**config.mk**
```make
export PLATFORM = sky130hd
export DESIGN_NAME = iamd_mul
export DESIGN_NICKNAME = d
export VERILOG_FILES = /design/src/hw/rtl/iamd_pkg.sv /design/src/hw/rtl/iamd_mul.sv
export SDC_FILE = /design/constraint.sdc
export NUM_CORES = 2
export LEC_CHECK = 0
export BUFFER_PORTS_ARGS = -buffer_cell sky130_fd_sc_hd__buf_2
export CORE_MARGIN = 5
export CORE_UTILIZATION = 45
export CTS_BUF_LIST = sky130_fd_sc_hd__clkbuf_8
export CTS_CLUSTER_SIZE = 40
export DETAILED_ROUTE_END_ITERATION = 8
export GPL_TIMING_DRIVEN = 0
export MAX_ROUTING_LAYER = met4
export SLEW_MARGIN = 0
export SYNTH_ARGS = -nofsm -noshare
export SYNTH_HDL_FRONTEND = slang
export SYNTH_SLANG_ARGS = --single-unit
```
**constraint.sdc**
```tcl
create_clock -name i_clk -period 27.4 [get_ports i_clk]
set_clock_uncertainty 0.1 [all_clocks]
set_input_delay 5.48 -clock i_clk [delete_from_list [all_inputs] [get_ports i_clk]]
set_output_delay 5.48 -clock i_clk [all_outputs]
set_load 0.05 [all_outputs]
```
**src/hw/rtl/iamd_pkg.sv**
```systemverilog
// ----------------------------------------------------------------------------
// iamd_pkg
// Shared function codes, status codes and stage types for the integer ALU.
// ----------------------------------------------------------------------------
package iamd_pkg;

    // function codes
    localparam logic [4:0] FN_ADD   = 5'd0;
    localparam logic [4:0] FN_SUB   = 5'd1;
    localparam logic [4:0] FN_AND   = 5'd2;
    localparam logic [4:0] FN_OR    = 5'd3;
    localparam logic [4:0] FN_XOR   = 5'd4;
    localparam logic [4:0] FN_SLL   = 5'd5;
    localparam logic [4:0] FN_SRL   = 5'd6;
    localparam logic [4:0] FN_SRA   = 5'd7;
    localparam logic [4:0] FN_SEQ   = 5'd8;
    localparam logic [4:0] FN_SNE   = 5'd9;
    localparam logic [4:0] FN_SLT   = 5'd10;
    localparam logic [4:0] FN_SLTU  = 5'd11;
    localparam logic [4:0] FN_MUL   = 5'd12;
    localparam logic [4:0] FN_MULH  = 5'd13;
    localparam logic [4:0] FN_MULHU = 5'd14;
    localparam logic [4:0] FN_DIV   = 5'd15;
    localparam logic [4:0] FN_DIVU  = 5'd16;
    localparam logic [4:0] FN_REM   = 5'd17;
    localparam logic [4:0] FN_REMU  = 5'd18;

    // status codes
    localparam logic [1:0] ST_OK      = 2'd0;
    localparam logic [1:0] ST_ILLEGAL = 2'd1;
    localparam logic [1:0] ST_DIVZERO = 2'd2;

    localparam int DIV_STEPS = 32;

    // control that rides along with every word
    typedef struct packed {
        logic [4:0] dest;
        logic [1:0] status;
        logic       do_mul;   // multiply in the mul stage
        logic       do_div;   // restoring steps in the divide stages
        logic       sel_hi;   // result from acc[63:32]
        logic       neg;      // two's complement the selected half
        logic       wide_neg; // negate is of the 64-bit product
    } t_ctl;

    // acc: {remainder, dividend/quotient}, product, or plain result in [31:0]
    typedef struct packed {
        t_ctl        ctl;
        logic [63:0] acc;
        logic [31:0] dvs;
    } t_stage;

endpackage

```
**src/hw/rtl/iamd_mul.sv**
```systemverilog
// ----------------------------------------------------------------------------
// iamd_mul
// Multiply stage: 32x32 unsigned product of the operand magnitudes.
// ----------------------------------------------------------------------------
module iamd_mul (
    input  logic                 i_clk,
    input  logic                 i_rst_n,
    input  logic                 i_en,
    input  logic                 i_valid,
    input  iamd_pkg::t_stage     i_stage,
    output logic                 o_valid,
    output iamd_pkg::t_stage     o_stage
);

    logic             r_valid;
    iamd_pkg::t_stage r_stage;
    iamd_pkg::t_stage n_stage;

    // product replaces the accumulator for multiply words
    always_comb begin
        n_stage = i_stage;
        if (i_stage.ctl.do_mul) begin
            n_stage.acc = {32'd0, i_stage.acc[31:0]} * {32'd0, i_stage.dvs};
        end
    end

    always_ff @(posedge i_clk) begin
        if (!i_rst_n) begin
            r_valid <= 1'b0;
        end else if (i_en) begin
            r_valid <= i_valid;
        end
    end

    always_ff @(posedge i_clk) begin
        if (i_en) begin
            r_stage <= n_stage;
        end
    end

    assign o_valid = r_valid;
    assign o_stage = r_stage;

endmodule

```
==> results_dict.tcl <==
set metrics [dict create \
    grtUsageMet3_pct 7.05 \
    nNetsFinal 5417 \
    finalInstanceArea_um2 40200 \
    drt_wl_total_um 141000 \
    area_growth_pct 7.21 \
    slowest_stage "clkbuf_1" \
    num_io_pins 221 \
    avgSynthCellArea_um2 9.57 \
    worstPathMaxFanout 10 \
    cts_sinks 109 \
    place.gp.congestion 1.05 \
    fin_crit_ps 14230 \
    grt.total_usage_pct 33.2 \
    routedWlPerCell_um 27.0 \
    slew_viol_final 0 \
    fillers 8006 \
    numCtsBuffers 9 \
    antenna_left 0 \
    route.vias.total 28800 \
    synthesis.area_um2 37500 \
    synth-seq-cells 109 \
    yosys.area.top_type_share_pct 47.9 \
    synth_edf_count 108 \
    cts_setup_buffers 0 \
    die_h_um 299 \
    cts_buffer_depth 2 \
    grt.busiest_layer "met2" \
    ys_warn_count 0 \
    worstSkewPairLatency_ps 490 \
    regToRegStartpoint "o_valid" \
    initial_core_util_pct 45.5 \
    rows 105 \
    dieArea_um2 89100 \
    min_period_over_period_pct 51.9 \
    syn_inst 3914 \
    use_met1_pct 42.5 \
    worstMarginPinSlew_ps 1290 \
    rsz0062_at_grt "no" \
    viasPerCell 5.50 \
    drive_above_1_share_pct 7.37 \
    io_buffers 220 \
    critPathKind "input port to register" \
    clkTransAtPathRegs_ps 130 \
    maxCapViolCount 0 \
    status "finished clean" \
    die_w_um 299 \
    hold_viol_final 0 \
    grt_pass1_vias 30300 \
    grt_max_degree 91 \
    synth_area_leader_cell "fa_1" \
    crit_arrival_ps 14410 \
    crit_path_start "i_stage[55]" \
    cts_resized 0 \
    synthesis.nets 5185 \
    worstSetupStartpointType "input port" \
    drt_iter0_markers 2767 \
    hpwl_um 121000 \
    tns_ps 0 \
    hp-start "o_valid" \
    drc 0 \
    grt_pass1_wl_um 208000 \
    drtPass1Iterations 5 \
    ys.flop_type "edfxtp_1" \
    hp-class "register to register" \
    max_freq_mhz 70.3 \
    worstSetupEndpointType "register" \
    async_reset_ff_share_pct 0 \
    final_common_cell "fa_1" \
    required_ps 27580 \
    slowest_delay_ps 880 \
    max-slew-margin-rel_pct 14.2 \
    grt_antenna_before_repair 9 \
    placed_area_um2 39900 \
    whs_ps 431 \
    tritoncts "yes" \
    synth-seq-area-share_pct 8.71 \
    synthTopCellsByArea "fa_1 (48%), and2_1 (9.9%), ha_1 (8.8%)" \
    final_cell_mix "fa_1 (896), inv_1 (860), and2_1 (592), nand2_1 (488), ha_1 (263)" \
    coreArea_um2 82400 \
    overflow 0 \
    ys_types 61 \
    root_buffer "clkbuf_8" \
    path_cells "buf_2 -> clkbuf_1 -> nand2_1 -> fa_1 -> fa_1 -> fa_1 -> fa_1 -> inv_1 -> fa_1 -> fa_1 -> fa_1 -> fa_1 -> ha_1 -> clkbuf_1 -> a21oi_1 -> o21ai_0 -> or3_1 -> o221ai_1 -> o41ai_1 -> a21boi_1 -> xnor2_1 -> mux2_2" \
    postCtsHoldBufs 0 \
    worst_path_most_repeated_cell "fa_1" \
    cts-htree-levels 3 \
    use_met2_pct 50.6 \
    setup_viol 0 \
]
## sequential cells by signal (all words and copies together) (netlist names)
register,flops
o_stage,108
o_valid,1
## cells in the mapped netlist (all sizes together), types with 6 or more instances
cell type	instances
nand4	29
a21oi	88
and3	7
o21bai	20
o21a	10
nor2b	6
fa	896
ha	263
mux2	54
xnor2	43
nor3	9
nor2	36
edfxtp	108
a221oi	6
xor2	18
buf	8
and2	592
o21ai	43
nand3	9
a21o	28
clkbuf	229
nand2	488
inv	859
## through the flow
stage | util [%] | setup WS (ps) | cells
global route | 48.7 | 13050 | 5227
floorplan | - | 14860 | 3914
detailed placement | 48.5 | 12700 | 5205
finish | 48.8 | 13170 | 5236
global placement | 48.5 | 12740 | 5204
CTS | 48.7 | 13270 | 5221
## layer usage
metal  part of all wire [%]  up-vias  wire, µm
li1                       -    12000         -
met1                     39    15000     54500
met2                     45     1460     63700
met3                    9.5      376     13400
met4                    6.8        0      9610
met5                      0        -         0
## area by class of cell
class / instances / area [µm²] / share of cell area [%]
Antenna cell: 15 / 37.5 / 0.0934
Buffer: 237 / 897 / 2.23
Clock buffer: 9 / 124 / 0.308
Inverter: 859 / 3220 / 8.03
Multi-Input combinational cell: 2709 / 30100 / 74.9
Timing Repair Buffer: 221 / 1130 / 2.82
Tap cell: 1070 / 1340 / 3.33
Sequential cell: 109 / 3260 / 8.12
Clock inverter: 7 / 66.3 / 0.165
## critical path, delay by kind of cell
kind                       cells  cell delay, ps
adders and majority gates      9            4640
AOI/OAI and AO/OA              5            1990
buffers and inverters          4            1480
and+or+nand+nor                2             360
muxes                          1             270
xor gates and xnor gates       1             190
## cell families (layout without fill, tap and decap cells)
kind of cell	count (synthesis)	after routing	share of synthesized area (%)
buffers and inverters	1096	1333	11.0
other	0	15	0
AOI/OAI and AO/OA	240	240	4.12
xor gates and xnor gates	61	61	1.43
adders and majority gates	1159	1159	56.7
DFF	109	109	8.71
muxes	55	55	1.65
and+or+nand+nor	1194	1194	16.4
## final timing paths
check / endpoint / slack (ps) / cells past startpoint
setup reg to reg: o_valid / 26710 / 2
hold / removal: o_valid / 430 / 2
hold reg to reg: o_valid / 430 / 2
setup / recovery: o_stage[87] / 13170 / 22
Power is not shown: default switching activity piles up to over one toggle a cycle in this logic, so the estimate is an artifact.
