File: config.mk
export PLATFORM = sky130hd
export DESIGN_NAME = iamd_post
export DESIGN_NICKNAME = d
export VERILOG_FILES = /design/src/hw/rtl/iamd_pkg.sv /design/src/hw/rtl/iamd_post.sv
export SDC_FILE = /design/constraint.sdc
export NUM_CORES = 1
export LEC_CHECK = 0
export BUFFER_PORTS_ARGS = -buffer_cell sky130_fd_sc_hd__buf_2
export CORE_AREA = 2 2 94 96
export CTS_CLUSTER_SIZE = 20
export DETAILED_ROUTE_END_ITERATION = 7
export DIE_AREA = 0 0 96 98
export PLACE_DENSITY = 0.71
export SLEW_MARGIN = 15
export SYNTH_ARGS = -nofsm -noshare
export SYNTH_HDL_FRONTEND = slang
export SYNTH_SLANG_ARGS = --single-unit
File: constraint.sdc
create_clock -name i_clk -period 4.9 [get_ports i_clk]
set_clock_uncertainty 0.1 [all_clocks]
set_input_delay 0.49 -clock i_clk [delete_from_list [all_inputs] [get_ports i_clk]]
set_output_delay 0.49 -clock i_clk [all_outputs]
set_load 0.005 [all_outputs]
File: src/hw/rtl/iamd_pkg.sv
// ----------------------------------------------------------------------------
// iamd_pkg
// Shared function codes, status codes and stage types for the integer ALU.
// ----------------------------------------------------------------------------
package iamd_pkg;

    // function codes
    localparam logic [4:0] FN_ADD   = 5'd0;
    localparam logic [4:0] FN_SUB   = 5'd1;
    localparam logic [4:0] FN_AND   = 5'd2;
    localparam logic [4:0] FN_OR    = 5'd3;
    localparam logic [4:0] FN_XOR   = 5'd4;
    localparam logic [4:0] FN_SLL   = 5'd5;
    localparam logic [4:0] FN_SRL   = 5'd6;
    localparam logic [4:0] FN_SRA   = 5'd7;
    localparam logic [4:0] FN_SEQ   = 5'd8;
    localparam logic [4:0] FN_SNE   = 5'd9;
    localparam logic [4:0] FN_SLT   = 5'd10;
    localparam logic [4:0] FN_SLTU  = 5'd11;
    localparam logic [4:0] FN_MUL   = 5'd12;
    localparam logic [4:0] FN_MULH  = 5'd13;
    localparam logic [4:0] FN_MULHU = 5'd14;
    localparam logic [4:0] FN_DIV   = 5'd15;
    localparam logic [4:0] FN_DIVU  = 5'd16;
    localparam logic [4:0] FN_REM   = 5'd17;
    localparam logic [4:0] FN_REMU  = 5'd18;

    // status codes
    localparam logic [1:0] ST_OK      = 2'd0;
    localparam logic [1:0] ST_ILLEGAL = 2'd1;
    localparam logic [1:0] ST_DIVZERO = 2'd2;

    localparam int DIV_STEPS = 32;

    // control that rides along with every word
    typedef struct packed {
        logic [4:0] dest;
        logic [1:0] status;
        logic       do_mul;   // multiply in the mul stage
        logic       do_div;   // restoring steps in the divide stages
        logic       sel_hi;   // result from acc[63:32]
        logic       neg;      // two's complement the selected half
        logic       wide_neg; // negate is of the 64-bit product
    } t_ctl;

    // acc: {remainder, dividend/quotient}, product, or plain result in [31:0]
    typedef struct packed {
        t_ctl        ctl;
        logic [63:0] acc;
        logic [31:0] dvs;
    } t_stage;

endpackage

File: src/hw/rtl/iamd_post.sv
// ----------------------------------------------------------------------------
// iamd_post
// Result stage: half select, sign fix, status and write enable.
// ----------------------------------------------------------------------------
module iamd_post (
    input  logic                 i_clk,
    input  logic                 i_rst_n,
    input  logic                 i_en,
    input  logic                 i_valid,
    input  iamd_pkg::t_stage     i_stage,
    output logic                 o_valid,
    output logic [39:0]          o_data
);

    logic        r_valid;
    logic [39:0] r_data;
    logic [39:0] n_data;
    logic [31:0] w_half;
    logic [31:0] w_inc;
    logic [31:0] w_value;
    logic        w_we;

    assign w_half = i_stage.ctl.sel_hi ? i_stage.acc[63:32] : i_stage.acc[31:0];
    // upper half of a 64-bit negate takes a carry only when the low half is zero
    assign w_inc  = i_stage.ctl.wide_neg ? {31'd0, i_stage.acc[31:0] == 32'd0} : 32'd1;

    always_comb begin
        w_value = i_stage.ctl.neg ? (~w_half + w_inc) : w_half;
        if (i_stage.ctl.status != iamd_pkg::ST_OK) begin
            w_value = 32'd0;
        end
        w_we   = (i_stage.ctl.status == iamd_pkg::ST_OK) && (i_stage.ctl.dest != 5'd0);
        n_data = {i_stage.ctl.status, w_we, i_stage.ctl.dest, w_value};
    end

    always_ff @(posedge i_clk) begin
        if (!i_rst_n) begin
            r_valid <= 1'b0;
        end else if (i_en) begin
            r_valid <= i_valid;
        end
    end

    always_ff @(posedge i_clk) begin
        if (i_en) begin
            r_data <= n_data;
        end
    end

    assign o_valid = r_valid;
    assign o_data  = r_data;

endmodule

==> reports/results.txt <==
Combinational share of power: 0.243
Drt total wl: 9660 microns
Synth Area per Inst: 9.28 sq um
Worst Tran Pin Value: 0.944 ns
Min-Delay Path Class: primary input to flop
Fillers: 844
R2r endpoint: o_valid
Initial antenna violation count: 0
Slowest stage cell, crit path: or4_1
Register share of total power: 0.460
# setup viols final: 0
Synth top area share: 0.374
Status: complete, no violations
IO buf count: 118
Clock power frac: 0.297
Crit path max fanout: 7
Root Driver: clkbuf_8
DR vias/cell: 5.66
Routed len/inst: 17.1 microns
CTS tree: built
Largest net degree at the start of global routing: 66
Leak: 1.56 nW
Final GP Congestion: 0.936
YS warnings: 0
Crit path launch type: primary input
Vias in the first global route: 2966
DR pass1 iterations: 4
DRT iter0 DRCs: 189
Synthesized flop and latch total: 41
Fmax: 266 MHz
Num CTS Buffers: 5
Fin crit period: 3.77 ns
Final Hold Vio Count: 0
Area contributors post-synth: edfxtp_1 37%, mux2i_1 9.7%, nor2_1 6.1%
MaxCap Viol Count: 0
Hold buffers post-CTS: 0
Clock transition at path regs: 0.09 ns
Max Transition Viols Final: 0
DP Area: 3870 sq um
Antenna diodes: 0
Worst path required time: 4.96 ns
Main flop type after synthesis: edfxtp_1
Switching Share: 0.277
Post-route ant nets: 0
Layout Utilization: 0.470
Crit path buffers/inverters: 1
Core ar.: 8470 sq um
Syn nets: 461
HP Start: i_stage[104]
Hold endpoint: o_data[33]
GRT overflow: 0
Worst path cell trace: buf_2 > or4_1 > nor4_1 > nand2_1 > o31ai_1 > ha_1 > ha_1 > o21ai_1 > or3_1 > or4_1 > nand3_1
RSZ-0062 raised after global routing: no
R2r setup slk: 4.20 ns
Top-count cell post-synth: nor2_1
Post-DP HPWL: 7360 microns
FF-to-FF Start: o_valid
First-pass GRT wire length: 15300 microns
NumNets Final: 570
IO Pins: 153
Cts repair resizes: 0
Total clock sinks: 41
Crit path DAT: 3.83 ns
Total GRT Usage: 0.207
WHS Path Cells: 1
Yosys cell types: 51
Number of synthesized flops with an enable pin: 40
Die Span Y: 98 microns
Crit end category: flop
Mapped Cells: 346
Cell Pwr Density: 231 nW/um^2
Clk_lat worst skew: 0.29 ns
H-tree lvl count: 2
Final Cycle Share: 0.768
Postcts setup bufs: 0
Cell type group with the largest total delay on the critical path: simple AND/OR/NAND/NOR gates
R2R cell count: 2
Switching Power: 255 uW
Die ar.: 9410 sq um
Dominant cell type by area after synthesis: edfxtp_1
Layout area overhead: 23.9%
Total power draw: 919 uW
Int Power: 665 uW
Post-synthesis sequential area ratio: 0.381
DR vias: 3190
Slew headroom: 0.371
FP Rows: 34
Setup CP Type: primary input to flop
Setup tns final: 0 ns
Design Area, Final: 3980 sq um
Share of layout cells above drive strength 1: 0.327
Post-synth top cells: 52 x nor2_1, 40 x edfxtp_1, 31 x mux2i_1
Worst path max stage delay: 0.61 ns
Initial Util: 0.379
Area of the mapped netlist: 3210 sq um
FFs w/ async S/R, synth: 0
Clk buf depth: 2
DRC violation count after routing: 0
Peak VDD IR: 0.122 mV
Die width: 96 microns
cells in the final DEF, fill, tap and decap left out, drive strengths merged, types with 2 or more instances in the layout:
| master | synthesis | final |
|---|---|---|
| a22oi | 4 | 4 |
| or4 | 3 | 3 |
| a2111oi | 3 | 3 |
| nand4 | 4 | 4 |
| nor2 | 52 | 52 |
| nand2 | 17 | 17 |
| nor4 | 9 | 9 |
| edfxtp | 40 | 40 |
| o31ai | 3 | 3 |
| o32ai | 2 | 2 |
| a211oi | 2 | 2 |
| ha | 3 | 3 |
| o21ai | 14 | 14 |
| mux2i | 31 | 31 |
| nand3 | 9 | 9 |
| nor4b | 3 | 3 |
| a21o | 3 | 3 |
| o311ai | 4 | 4 |
| nor3b | 4 | 4 |
| or2 | 4 | 4 |
| or3b | 4 | 4 |
| or3 | 8 | 8 |
| buf | 9 | 119 |
| nor3 | 23 | 23 |
| a21oi | 19 | 19 |
| clkbuf | 8 | 6 |
| xnor2 | 10 | 10 |
| a41oi | 2 | 2 |
| o32a | 2 | 2 |
| o21a | 3 | 3 |
| nand2b | 4 | 4 |
| mux2 | 11 | 11 |
| a31oi | 3 | 3 |
| a22o | 5 | 5 |
| xor2 | 5 | 5 |
| inv | 4 | 4 |
power by group through the flow:
stage	Combinational, mW	Sequential (mW)	Clock (mW)
2_1_floorplan	0.111	0.437	0
6_report	0.223	0.423	0.273
3_3_place_gp	0.217	0.431	0
3_5_place_dp	0.221	0.431	0
5_1_grt	0.246	0.426	0.294
4_1_cts	0.222	0.424	0.283
through the flow:
step / setup WS (ns) / cells / hold WS [ns]
finish: 1.13 / 564 / 0.290
global route: 0.896 / 564 / 0.282
CTS: 1.15 / 564 / 0.280
detailed placement: 0.877 / 556 / 0.418
global placement: 0.910 / 556 / 0.391
floorplan: 1.26 / 346 / 0.407
how the worst max path moves through the flow:
stage | start | endpoint | depth (start not counted)
after floorplan | i_stage[98] | o_data[20] | 13
after global placement | i_stage[36] | o_data[20] | 11
after detailed placement | i_stage[36] | o_data[20] | 11
after CTS | i_stage[36] | o_data[20] | 11
after global routing | i_stage[36] | o_data[20] | 11
final | i_stage[36] | o_data[20] | 11
per-layer routing:
| layer | track usage | up-vias | wire, microns |
|---|---|---|---|
| li1 | - | 1557 | - |
| met1 | 0.297 | 1505 | 4380 |
| met2 | 0.318 | 121 | 4450 |
| met3 | 0.0378 | 7 | 682 |
| met4 | 0.0538 | 0 | 139 |
| met5 | 0 | - | 0 |
cell families (layout without fill, tap and decap cells):
family,Yosys count,after routing,share of synthesized area
buffers and inverters,21,131,0.0277
multiplexers,42,42,0.135
XOR/XNOR,15,15,0.0409
adder cells (fa/ha/maj),3,3,0.0117
AND/OR/NAND/NOR,148,148,0.233
AO/OA/AOI/OAI,76,76,0.171
flip-flops,41,41,0.381
state kept, by name, indices dropped and copies added, names as in the netlist:
| register | flops |
|---|---|
| o_data | 40 |
| o_valid | 1 |
worst reg2reg max path, delay by kind of cell (launching register included):
kind / cells / cell delay, ns
simple gates: 1 / 0.06
flops: 1 / 0.31
mux: 1 / 0.12
layout make-up:
type	count	area, sq um	area share
well taps	108	135	0.0340
inverters	4	15.0	0.00378
flip-flops and latches	41	1220	0.307
clock inverters	2	35.0	0.00881
repair buffers	119	598	0.150
clock buffers	6	72.6	0.0183
multi-input cells	284	1900	0.478
No activity file was read; power rests on OpenSTA's default activity.
