File: src/hw/rtl/iamd_pkg.sv
// ----------------------------------------------------------------------------
// iamd_pkg
// Shared function codes, status codes and stage types for the integer ALU.
// ----------------------------------------------------------------------------
package iamd_pkg;

    // function codes
    localparam logic [4:0] FN_ADD   = 5'd0;
    localparam logic [4:0] FN_SUB   = 5'd1;
    localparam logic [4:0] FN_AND   = 5'd2;
    localparam logic [4:0] FN_OR    = 5'd3;
    localparam logic [4:0] FN_XOR   = 5'd4;
    localparam logic [4:0] FN_SLL   = 5'd5;
    localparam logic [4:0] FN_SRL   = 5'd6;
    localparam logic [4:0] FN_SRA   = 5'd7;
    localparam logic [4:0] FN_SEQ   = 5'd8;
    localparam logic [4:0] FN_SNE   = 5'd9;
    localparam logic [4:0] FN_SLT   = 5'd10;
    localparam logic [4:0] FN_SLTU  = 5'd11;
    localparam logic [4:0] FN_MUL   = 5'd12;
    localparam logic [4:0] FN_MULH  = 5'd13;
    localparam logic [4:0] FN_MULHU = 5'd14;
    localparam logic [4:0] FN_DIV   = 5'd15;
    localparam logic [4:0] FN_DIVU  = 5'd16;
    localparam logic [4:0] FN_REM   = 5'd17;
    localparam logic [4:0] FN_REMU  = 5'd18;

    // status codes
    localparam logic [1:0] ST_OK      = 2'd0;
    localparam logic [1:0] ST_ILLEGAL = 2'd1;
    localparam logic [1:0] ST_DIVZERO = 2'd2;

    localparam int DIV_STEPS = 32;

    // control that rides along with every word
    typedef struct packed {
        logic [4:0] dest;
        logic [1:0] status;
        logic       do_mul;   // multiply in the mul stage
        logic       do_div;   // restoring steps in the divide stages
        logic       sel_hi;   // result from acc[63:32]
        logic       neg;      // two's complement the selected half
        logic       wide_neg; // negate is of the 64-bit product
    } t_ctl;

    // acc: {remainder, dividend/quotient}, product, or plain result in [31:0]
    typedef struct packed {
        t_ctl        ctl;
        logic [63:0] acc;
        logic [31:0] dvs;
    } t_stage;

endpackage

File: src/hw/rtl/iamd_div_step.sv
// ----------------------------------------------------------------------------
// iamd_div_step
// One restoring division step: one quotient bit per stage.
// ----------------------------------------------------------------------------
module iamd_div_step (
    input  logic                 i_clk,
    input  logic                 i_rst_n,
    input  logic                 i_en,
    input  logic                 i_valid,
    input  iamd_pkg::t_stage     i_stage,
    output logic                 o_valid,
    output iamd_pkg::t_stage     o_stage
);

    logic             r_valid;
    iamd_pkg::t_stage r_stage;
    iamd_pkg::t_stage n_stage;
    logic [32:0]      w_trial;
    logic [33:0]      w_diff;
    logic             w_ge;

    // shift in next dividend bit, try subtracting the divisor
    assign w_trial = {i_stage.acc[63:32], i_stage.acc[31]};
    assign w_diff  = {1'b0, w_trial} - {2'b00, i_stage.dvs};
    assign w_ge    = ~w_diff[33];

    always_comb begin
        n_stage = i_stage;
        if (i_stage.ctl.do_div) begin
            n_stage.acc[63:32] = w_ge ? w_diff[31:0] : w_trial[31:0];
            n_stage.acc[31:0]  = {i_stage.acc[30:0], w_ge};
        end
    end

    always_ff @(posedge i_clk) begin
        if (!i_rst_n) begin
            r_valid <= 1'b0;
        end else if (i_en) begin
            r_valid <= i_valid;
        end
    end

    always_ff @(posedge i_clk) begin
        if (i_en) begin
            r_stage <= n_stage;
        end
    end

    assign o_valid = r_valid;
    assign o_stage = r_stage;

endmodule

File: config.mk
export PLATFORM = sky130hd
export DESIGN_NAME = iamd_div_step
export DESIGN_NICKNAME = d
export VERILOG_FILES = /design/src/hw/rtl/iamd_pkg.sv /design/src/hw/rtl/iamd_div_step.sv
export SDC_FILE = /design/constraint.sdc
export NUM_CORES = 1
export LEC_CHECK = 0
export ABC_AREA = 1
export BUFFER_PORTS_ARGS = -buffer_cell sky130_fd_sc_hd__buf_2
export CAP_MARGIN = 25
export CELL_PAD_IN_SITES_DETAIL_PLACEMENT = 2
export CELL_PAD_IN_SITES_GLOBAL_PLACEMENT = 2
export CORE_MARGIN = 4
export CORE_UTILIZATION = 26
export DETAILED_ROUTE_END_ITERATION = 8
export GPL_TIMING_DRIVEN = 0
export PLACE_DENSITY_LB_ADDON = 0.1
export RECOVER_POWER = 25
export SYNTH_ARGS = -nofsm -noshare
export SYNTH_HDL_FRONTEND = slang
export SYNTH_SLANG_ARGS = --single-unit
File: constraint.sdc
create_clock -name i_clk -period 1.78 [get_ports i_clk]
set_input_delay 0.089 -clock i_clk [delete_from_list [all_inputs] [get_ports i_clk]]
set_output_delay 0.089 -clock i_clk [all_outputs]
set_load 0.01 [all_outputs]
==> reports/results.tsv <==
stage	metric	value	unit
status	status	finished, final reports clean	
critical_path	slowest stage cell, crit path	ha_4	
clock_network	CTS tree	done	
global_routing	pin count of the biggest net entering global routing	88	
critical_path	critical path type	primary input to flip-flop	
power	Leak	5.22	nW
synthesis	Synth Register Bits	109	
clock_network	Num CTS Buffers	9	
sta	slew margin rel.	54.0	%
final_layout	P&R area growth vs syn	46.2	%
synthesis	area leader, netlist	edfxtp_1	
sta	Final min period	1.73	ns
final_layout	Antenna Cells	0	
route	WL final	30600	um
critical_path	largest stage delay on the critical path	0.31	ns
clock_network	clk sinks	109	
floorplan	core box area	27100	sq um
global_routing	total gr overflow	0	
floorplan	IO Count	221	
power	overall power	0.00775	W
critical_path	Req. time, crit path	1.91	ns
synthesis	Post-synth ARST share	0	%
placement	Final GP Congestion	0.838	
synthesis	Post-synth EDFFs	108	
critical_path	r2r setup slk	0.55	ns
global_routing	vias in the first global route	7838	
route	final routed DRC violation total	0	
route	post-route ant nets	0	
placement	DPL Wire Length	23800	um
synthesis	Unique masters post-synth	34	
clock_network	Worst-path clk slew	0.09	ns
critical_path	Reg2Reg Depth	3	
final_layout	NumNets Final	1394	
critical_path	CP Launch Type	primary input	
route	DRT Pass-1 Iters	4	
placement	port buffer count	220	
sta	worst slew pin tran	0.690	ns
critical_path	crit-path cells	buf_2 > inv_1 > ha_4 > nand2_4 > nand2_2 > nand2_1 > nand2_1 > nand2_1 > nand3_4 > nand2_4 > nand2_4 > nand2_8 > nand2_8 > buf_12 > nand3_2 > nand2_2 > nand2_1	
final_layout	FF+latch area	3260	sq um
worst_hold_path	Worst Hold Class	primary input to flip-flop	
clock_network	clk root buf	clkbuf_16	
critical_path	critical path startpoint	i_stage[2]	
final_layout	post-route cell area	10500	sq um
clock_network	H-tree level count	3	
critical_path	most used cell, CP	nand2_1	
sta	Layout Skew	0	ns
floorplan	die width	174	um
final_layout	multi-input logic area	3780	sq um
power	peak supply drop	0.000375	V
sta	Final setup viols	0	
sta	WHS	0.00850	ns
clock_network	clk buf depth	2	
synthesis	post-synth top area share	45.1	%
sta	f_max	577	MHz
sta	Tcrit/Tclk final	97.4	%
sta	max-slew violation count	0	
synthesis	Yosys warnings	0	
critical_path	worst setup path endpoint	o_stage[93]$_DFFE_PP_	
route	via count	7389	
final_layout	post-layout util	38.8	%
run	total of max-cap violations	0	
critical_path	Max FO, Critical Path	7	
synthesis	Synth area leaders	edfxtp_1 45%, nand2_1 19%, inv_1 9.4%, ha_1 5.6%, nand3_1 5.1%	
synthesis	synthesized cell area	7200	sq um
sta	final hold vios	0	
sta	total negative slack	0	ns
route	WL per Instance	18.8	um
route	routed vias/inst	4.54	
final_layout	commonest non-fill, non-tap cells in the layout	323 x nand2_1, 217 x buf_2, 173 x inv_1, 108 x edfxtp_1, 60 x nand3_1	
sta	RSZ-0062 raised after global routing	true	
global_routing	GRT Util Overall	19.1	%
synthesis	prevailing post-synth register cell	edfxtp_1	
floorplan	row count	60	
synthesis	Seq/Total Area, Yosys	45.3	%
critical_path	RR Startpoint	o_valid$_SDFFE_PN0P_	
clock_network	Skew-Pair Late Insertion Delay	0.37	ns
floorplan	die height	174	um
floorplan	initial core utilization	26.6	%
final_layout	commonest non-fill, non-tap cell in the layout	nand2_1	
global_routing	first-pass GRT wire length	44900	um
synthesis	post-synthesis net count	1094	
synthesis	Synth Area per Inst	7.58	sq um
final_layout	ratio of cells with drive above 1 in the final layout	31.6	%
floorplan	full die area	30400	sq um
route	Iteration-0 DRC Markers	295	
critical_path	Reg2Reg Capture Point	o_valid$_SDFFE_PN0P_	
power	PwrDens	737	nW/um^2
placement	placed instance area	8800	sq um
synthesis	Post-Synthesis Cells	949	
final_layout	fillers	3118	
critical_path	Worst Path Arrival	1.86	ns
critical_path	CP Capture Type	flip-flop	
global_routing	antenna violations before repair	0	
worst max-delay path: cells and delay by family:
family / cells / cell delay (ns)
adders and majority gates: 1 / 0.31
and+or+nand+nor: 13 / 1.13
buffers and inverters: 3 / 0.30
cell families after synthesis:
logic type,after synthesis,synth area share (%)
and+or+nand+nor,512,30.4
AOI/OAI and AO/OA,72,5.18
xor gates and xnor gates,13,1.58
DFF,109,45.3
adders and majority gates,33,5.84
buffers and inverters,210,11.6
through the flow:
stage | std cells | setup slack (ns)
after floorplan | 949 | 0.0222
after global placement | 1541 | -0.778
after detailed placement | 1542 | -0.632
after CTS | 1609 | -0.0141
after global routing | 1626 | -0.0450
final | 1626 | 0.0462
worst min-delay path by stage:
| stage | start | to | slack (ns) | cells after the start |
|---|---|---|---|---|
| after floorplan | i_en | o_valid$_SDFFE_PN0P_ | 0.18 | 1 |
| after global placement | i_stage[104] | o_stage[104]$_DFFE_PP_ | 0.27 | 1 |
| after detailed placement | i_stage[101] | o_stage[101]$_DFFE_PP_ | 0.27 | 1 |
| after CTS | i_stage[60] | o_stage[60]$_DFFE_PP_ | 0.003 | 3 |
| after global routing | i_stage[60] | o_stage[60]$_DFFE_PP_ | 0.02 | 3 |
| final | i_stage[54] | o_stage[54]$_DFFE_PP_ | 0.008 | 3 |
synth_stat cells (all sizes together) (3+ instances only):
cell type	number
a21oi	23
and2	3
buf	11
clkbuf	11
edfxtp	108
ha	32
inv	188
nand2	368
nand3	75
nand3b	10
nand4	9
nor2	42
nor3	4
o21ai	47
xnor2	7
xor2	6
metal layers:
metal / part of all wire, % / track usage [%] / routed length (um)
met1: 45 / 25.1 / 13700
met2: 49 / 33.0 / 15100
met3: 5.1 / 3.39 / 1570
met4: 0.96 / 3.79 / 295
met5: 0 / 0 / 0
sequential cells by signal, indices dropped and copies added, names as in the netlist:
register	flops
o_stage	108
o_valid	1
report_power, final:
group          leakage [nW]  total (W)  switching [W]  internal, W
Sequential             1.06    0.00316      0.0000564      0.00311
Clock                 0.143    0.00210        0.00111     0.000998
Combinational          4.01    0.00248        0.00149     0.000997
final cells by class:
| type | instances | share of cell area (%) |
|---|---|---|
| Tap cell | 372 | 4.42 |
| Timing Repair Buffer | 289 | 17.5 |
| Sequential cell | 109 | 31.0 |
| Clock buffer | 10 | 2.18 |
| Clock inverter | 6 | 0.595 |
| Inverter | 188 | 6.71 |
| Multi-Input combinational cell | 630 | 36.0 |
| Buffer | 22 | 1.59 |
repair_timing:
action | in CTS | in global routing
hold buffers | 46 | 0
resized for setup | 71 | 84
hold endpoints to repair | 45 | 0
buffers inserted | 4 | 14
pin swaps | 6 | 30
endpoints found under the setup margin | 33 | 32
cloned | 1 | 3
Power figures use the tool's default switching activity.
