==> src/hw/rtl/iamd_pkg.sv <==
// ----------------------------------------------------------------------------
// iamd_pkg
// Shared function codes, status codes and stage types for the integer ALU.
// ----------------------------------------------------------------------------
package iamd_pkg;

    // function codes
    localparam logic [4:0] FN_ADD   = 5'd0;
    localparam logic [4:0] FN_SUB   = 5'd1;
    localparam logic [4:0] FN_AND   = 5'd2;
    localparam logic [4:0] FN_OR    = 5'd3;
    localparam logic [4:0] FN_XOR   = 5'd4;
    localparam logic [4:0] FN_SLL   = 5'd5;
    localparam logic [4:0] FN_SRL   = 5'd6;
    localparam logic [4:0] FN_SRA   = 5'd7;
    localparam logic [4:0] FN_SEQ   = 5'd8;
    localparam logic [4:0] FN_SNE   = 5'd9;
    localparam logic [4:0] FN_SLT   = 5'd10;
    localparam logic [4:0] FN_SLTU  = 5'd11;
    localparam logic [4:0] FN_MUL   = 5'd12;
    localparam logic [4:0] FN_MULH  = 5'd13;
    localparam logic [4:0] FN_MULHU = 5'd14;
    localparam logic [4:0] FN_DIV   = 5'd15;
    localparam logic [4:0] FN_DIVU  = 5'd16;
    localparam logic [4:0] FN_REM   = 5'd17;
    localparam logic [4:0] FN_REMU  = 5'd18;

    // status codes
    localparam logic [1:0] ST_OK      = 2'd0;
    localparam logic [1:0] ST_ILLEGAL = 2'd1;
    localparam logic [1:0] ST_DIVZERO = 2'd2;

    localparam int DIV_STEPS = 32;

    // control that rides along with every word
    typedef struct packed {
        logic [4:0] dest;
        logic [1:0] status;
        logic       do_mul;   // multiply in the mul stage
        logic       do_div;   // restoring steps in the divide stages
        logic       sel_hi;   // result from acc[63:32]
        logic       neg;      // two's complement the selected half
        logic       wide_neg; // negate is of the 64-bit product
    } t_ctl;

    // acc: {remainder, dividend/quotient}, product, or plain result in [31:0]
    typedef struct packed {
        t_ctl        ctl;
        logic [63:0] acc;
        logic [31:0] dvs;
    } t_stage;

endpackage

==> src/hw/rtl/iamd_pre.sv <==
// ----------------------------------------------------------------------------
// iamd_pre
// Decode stage: simple ALU results, operand magnitudes and control flags.
// ----------------------------------------------------------------------------
module iamd_pre (
    input  logic                 i_clk,
    input  logic                 i_rst_n,
    input  logic                 i_en,
    input  logic                 i_valid,
    input  logic [4:0]           i_func,
    input  logic [31:0]          i_lhs,
    input  logic [31:0]          i_rhs,
    input  logic [4:0]           i_dest,
    output logic                 o_valid,
    output iamd_pkg::t_stage     o_stage
);

    logic             r_valid;
    iamd_pkg::t_stage r_stage;
    iamd_pkg::t_stage n_stage;
    logic [31:0]      w_simple;
    logic [31:0]      w_mag_a;
    logic [31:0]      w_mag_b;
    logic             w_signed;
    logic [4:0]       w_sh;

    // signed functions work on operand magnitudes
    assign w_signed = (i_func == iamd_pkg::FN_MULH) || (i_func == iamd_pkg::FN_DIV) ||
                      (i_func == iamd_pkg::FN_REM);
    assign w_sh    = i_rhs[4:0];
    assign w_mag_a = (w_signed && i_lhs[31]) ? (32'd0 - i_lhs) : i_lhs;
    assign w_mag_b = (w_signed && i_rhs[31]) ? (32'd0 - i_rhs) : i_rhs;

    // decode
    always_comb begin
        w_simple = 32'd0;
        n_stage.ctl.dest     = i_dest;
        n_stage.ctl.status   = iamd_pkg::ST_OK;
        n_stage.ctl.do_mul   = 1'b0;
        n_stage.ctl.do_div   = 1'b0;
        n_stage.ctl.sel_hi   = 1'b0;
        n_stage.ctl.neg      = 1'b0;
        n_stage.ctl.wide_neg = 1'b0;
        unique case (i_func)
            iamd_pkg::FN_ADD:  w_simple = i_lhs + i_rhs;
            iamd_pkg::FN_SUB:  w_simple = i_lhs - i_rhs;
            iamd_pkg::FN_AND:  w_simple = i_lhs & i_rhs;
            iamd_pkg::FN_OR:   w_simple = i_lhs | i_rhs;
            iamd_pkg::FN_XOR:  w_simple = i_lhs ^ i_rhs;
            iamd_pkg::FN_SLL:  w_simple = i_lhs << w_sh;
            iamd_pkg::FN_SRL:  w_simple = i_lhs >> w_sh;
            iamd_pkg::FN_SRA:  w_simple = $unsigned($signed(i_lhs) >>> w_sh);
            iamd_pkg::FN_SEQ:  w_simple = {31'd0, i_lhs == i_rhs};
            iamd_pkg::FN_SNE:  w_simple = {31'd0, i_lhs != i_rhs};
            iamd_pkg::FN_SLT:  w_simple = {31'd0, $signed(i_lhs) < $signed(i_rhs)};
            iamd_pkg::FN_SLTU: w_simple = {31'd0, i_lhs < i_rhs};
            iamd_pkg::FN_MUL: begin
                n_stage.ctl.do_mul = 1'b1;
            end
            iamd_pkg::FN_MULH: begin
                n_stage.ctl.do_mul   = 1'b1;
                n_stage.ctl.sel_hi   = 1'b1;
                n_stage.ctl.neg      = i_lhs[31] ^ i_rhs[31];
                n_stage.ctl.wide_neg = 1'b1;
            end
            iamd_pkg::FN_MULHU: begin
                n_stage.ctl.do_mul = 1'b1;
                n_stage.ctl.sel_hi = 1'b1;
            end
            iamd_pkg::FN_DIV: begin
                n_stage.ctl.do_div = 1'b1;
                n_stage.ctl.neg    = i_lhs[31] ^ i_rhs[31];
            end
            iamd_pkg::FN_DIVU: begin
                n_stage.ctl.do_div = 1'b1;
            end
            iamd_pkg::FN_REM: begin
                n_stage.ctl.do_div = 1'b1;
                n_stage.ctl.sel_hi = 1'b1;
                n_stage.ctl.neg    = i_lhs[31];
            end
            iamd_pkg::FN_REMU: begin
                n_stage.ctl.do_div = 1'b1;
                n_stage.ctl.sel_hi = 1'b1;
            end
            default: begin
                n_stage.ctl.status = iamd_pkg::ST_ILLEGAL;
            end
        endcase
        if (n_stage.ctl.do_div && (i_rhs == 32'd0)) begin
            n_stage.ctl.status = iamd_pkg::ST_DIVZERO;
        end
        n_stage.acc = (n_stage.ctl.do_mul || n_stage.ctl.do_div) ?
                      {32'd0, w_mag_a} : {32'd0, w_simple};
        n_stage.dvs = w_mag_b;
    end

    // stage register
    always_ff @(posedge i_clk) begin
        if (!i_rst_n) begin
            r_valid <= 1'b0;
        end else if (i_en) begin
            r_valid <= i_valid;
        end
    end

    always_ff @(posedge i_clk) begin
        if (i_en) begin
            r_stage <= n_stage;
        end
    end

    assign o_valid = r_valid;
    assign o_stage = r_stage;

endmodule

==> config.mk <==
export PLATFORM = sky130hd
export DESIGN_NAME = iamd_pre
export DESIGN_NICKNAME = d
export VERILOG_FILES = /design/src/hw/rtl/iamd_pkg.sv /design/src/hw/rtl/iamd_pre.sv
export SDC_FILE = /design/constraint.sdc
export NUM_CORES = 1
export LEC_CHECK = 0
export CAP_MARGIN = 5
export CELL_PAD_IN_SITES_DETAIL_PLACEMENT = 1
export CELL_PAD_IN_SITES_GLOBAL_PLACEMENT = 2
export CORE_MARGIN = 2
export CORE_UTILIZATION = 39
export DETAILED_ROUTE_END_ITERATION = 7
export DONT_BUFFER_PORTS = 1
export HOLD_SLACK_MARGIN = 0.1
export PLACE_DENSITY_LB_ADDON = 0.1
export SETUP_SLACK_MARGIN = 0.3
export SYNTH_ARGS = -nofsm -noshare
export SYNTH_HDL_FRONTEND = slang
export SYNTH_SLANG_ARGS = --single-unit
==> constraint.sdc <==
create_clock -name i_clk -period 5.85 [get_ports i_clk]
set_clock_uncertainty 0.1 [all_clocks]
set_input_delay 0.585 -clock i_clk [delete_from_list [all_inputs] [get_ports i_clk]]
set_output_delay 0.585 -clock i_clk [all_outputs]
set_load 0.02 [all_outputs]
==> reports/results.txt <==
Setup TNS: 0 ps
Die ar.: 35100 um^2
Chip Height: 187 um
Clock root buffer master: clkbuf_16
Register area share after synthesis: 17.6%
First-pass GRT wire length: 91.2 mm
Most frequent cells in the layout: nor2_1, a21oi_1, o21ai_0
Nets: 1731
Fraction of layout instances using a drive strength above 1: 8.65%
EDFF count, synth: 76
GR Overflow Total: 0
Fin area: 13500 um^2
Slew @ Worst Pin: 1030 ps
Lkg Pwr: 5.16 nW
Initial Util: 39.3%
Vias: 13500
Tcrit/Tclk final: 76.6%
Reg2Reg Depth: 2
Crit Path Category: in2reg
HPWL after DPL: 46.6 mm
Crit end category: register
Critical Path Fanout Max: 8
DRC: 0
Unique masters post-synth: 94
Gate Count Post-Synth: 1642
Max Freq: 0.223 GHz
DR pass1 iterations: 6
Antenna violations before repair: 1
Status: completed
Commonest non-fill, non-tap cell in the layout: nor2_1
Most used DFF post-synth: edfxtp_1
Tmin final: 4480 ps
Crit start category: primary input
Required time worst endpoint: 5850 ps
Total track usage: 34.8%
Max-slew headroom: 30.9%
VDD IR max: 0.000146 V
RSZ-0062 raised after global routing: no
Die Width: 187 um
RR Endpoint: o_valid$_SDFFE_PN0P_
Post-CTS setup buffer count: 0
Final setup violation count: 0
Wirelength, routed: 62.3 mm
Synthesized area per cell: 7.99 um^2
Vias in the first global route: 13200
Htree depth: 3
Pins Over Slew Limit: 0
Post-synthesis cell area: 13100 um^2
Num rows: 67
CTS buffer count: 9
Via/cell ratio: 6.76
Core footprint: 33400 um^2
Drt wl/cell: 31.2 um
# clock sinks: 77
Yosys warns: 0
Post-route antenna net violation count: 0
Area after DPL: 13200 um^2
Hold Crit Class: in2reg
Worst r2r src: o_valid$_SDFFE_PN0P_
Max Cap Violations: 0
Clock Path Buffers: 2
Hold Buf Count CTS: 0
PwrDens: 170 nW/um^2
Post-cts repair resize count: 0
CTS tree: done
Pin count of the biggest net entering global routing: 87
I/O Buffers: 0
Fraction of registers with async set/reset: 0%
# IOs: 187
R2R Setup Slk: 5040 ps
1st-iter DRT viols: 1473
Worst setup path end: o_stage[56]$_DFFE_PP_
RD Place Congestion: 0.954
Layout area overhead: 2.72%
Final Hold Fails: 0
#FFs+latches synth: 77
Cell depth of the worst hold path: 0
Final Power: 2.29 mW
Reg clk slew, reported paths: 70 ps
Worst EP arrival: 4490 ps
Worst Setup SP: i_lhs[0]
Clock latency at the later pin of the worst-skew pair: 370 ps
==> cells by family (layout without fill, tap and decap cells) <==
logic type	after synthesis	after routing	share of synthesized area, %
AO/OA/AOI/OAI	530	530	26.9
multiplexers	113	113	14.1
other	1	33	0.0286
AND/OR/NAND/NOR	480	480	17.3
adder cells (fa/ha/maj)	108	108	10.4
buffers and inverters	269	146	9.48
XOR/XNOR	64	64	4.27
flip-flops	77	77	17.6
==> layer usage <==
metal | GRT usage (%) | routed length, um | vias up
met3 | 6.87 | 5450 | 97
met5 | 0 | 13 | -
met2 | 52.7 | 27400 | 710
met1 | 49.1 | 27300 | 6824
met4 | 12.6 | 2150 | 2
li1 | - | - | 5882
==> where the power goes <==
part           internal, mW  switching [mW]  total (mW)
clock network         0.342           0.273       0.615
registers             0.681          0.0950       0.776
logic                 0.330           0.571       0.901
total                  1.35           0.939        2.29
==> layout make-up <==
| type | count | area (um^2) |
|---|---|---|
| clock inverter | 6 | 62.6 |
| multi-input combinational | 1327 | 9700 |
| sequential | 77 | 2300 |
| inverter | 100 | 375 |
| timing repair buffer | 30 | 225 |
| tap | 448 | 561 |
| antenna | 1 | 2.50 |
| clock buffer | 10 | 239 |
| fill | 4082 | 19900 |
==> through the flow <==
step / std cells / util, % / setup slack (ps) / hold WS (ps)
final: 1999 / 40.4 / 1370 / 208
after global routing: 1998 / 40.4 / 1230 / 198
after CTS: 1998 / 40.4 / 1520 / 197
after detailed placement: 1982 / 39.5 / 1130 / 509
after global placement: 1981 / 39.4 / 1270 / 506
after floorplan: 1673 / - / 1360 / 489
==> sequential cells by signal (all words and copies together) (netlist names) <==
signal / count
o_stage: 76
o_valid: 1
==> how the worst min path moves through the flow <==
stage	start	to	slack [ps]
finish	i_dest[3]	o_stage[106]$_DFFE_PP_	210
global route	i_rhs[0]	o_stage[0]$_DFFE_PP_	200
CTS	i_dest[3]	o_stage[106]$_DFFE_PP_	200
detailed placement	o_valid$_SDFFE_PN0P_	o_valid$_SDFFE_PN0P_	510
global placement	o_valid$_SDFFE_PN0P_	o_valid$_SDFFE_PN0P_	510
floorplan	o_valid$_SDFFE_PN0P_	o_valid$_SDFFE_PN0P_	490
==> Yosys cell counts, drive strengths merged, types with 29 or more instances <==
library cell | number | share of area, %
clkbuf | 91 | 2.8
nand3 | 29 | 1.1
nor3 | 37 | 1.4
edfxtp | 76 | 17
nor2 | 195 | 5.6
a221oi | 32 | 2.1
o21ai | 116 | 4.4
a21oi | 128 | 4.9
ha | 106 | 10
mux4 | 55 | 9.6
mux2i | 50 | 3.8
nand2 | 107 | 3.1
xnor2 | 62 | 4.1
inv | 98 | 2.8
buf | 77 | 3.8
==> critical path: stages <==
cell,delay (ps)
inv_1,200
ha_1,220
inv_1,60
fa_1,400
nor2b_1,170
o21ai_0,380
a21boi_0,230
nor2_1,310
o221ai_1,350
a221oi_1,970
a311oi_1,180
or4_1,430
Power figures use the tool's default switching activity.
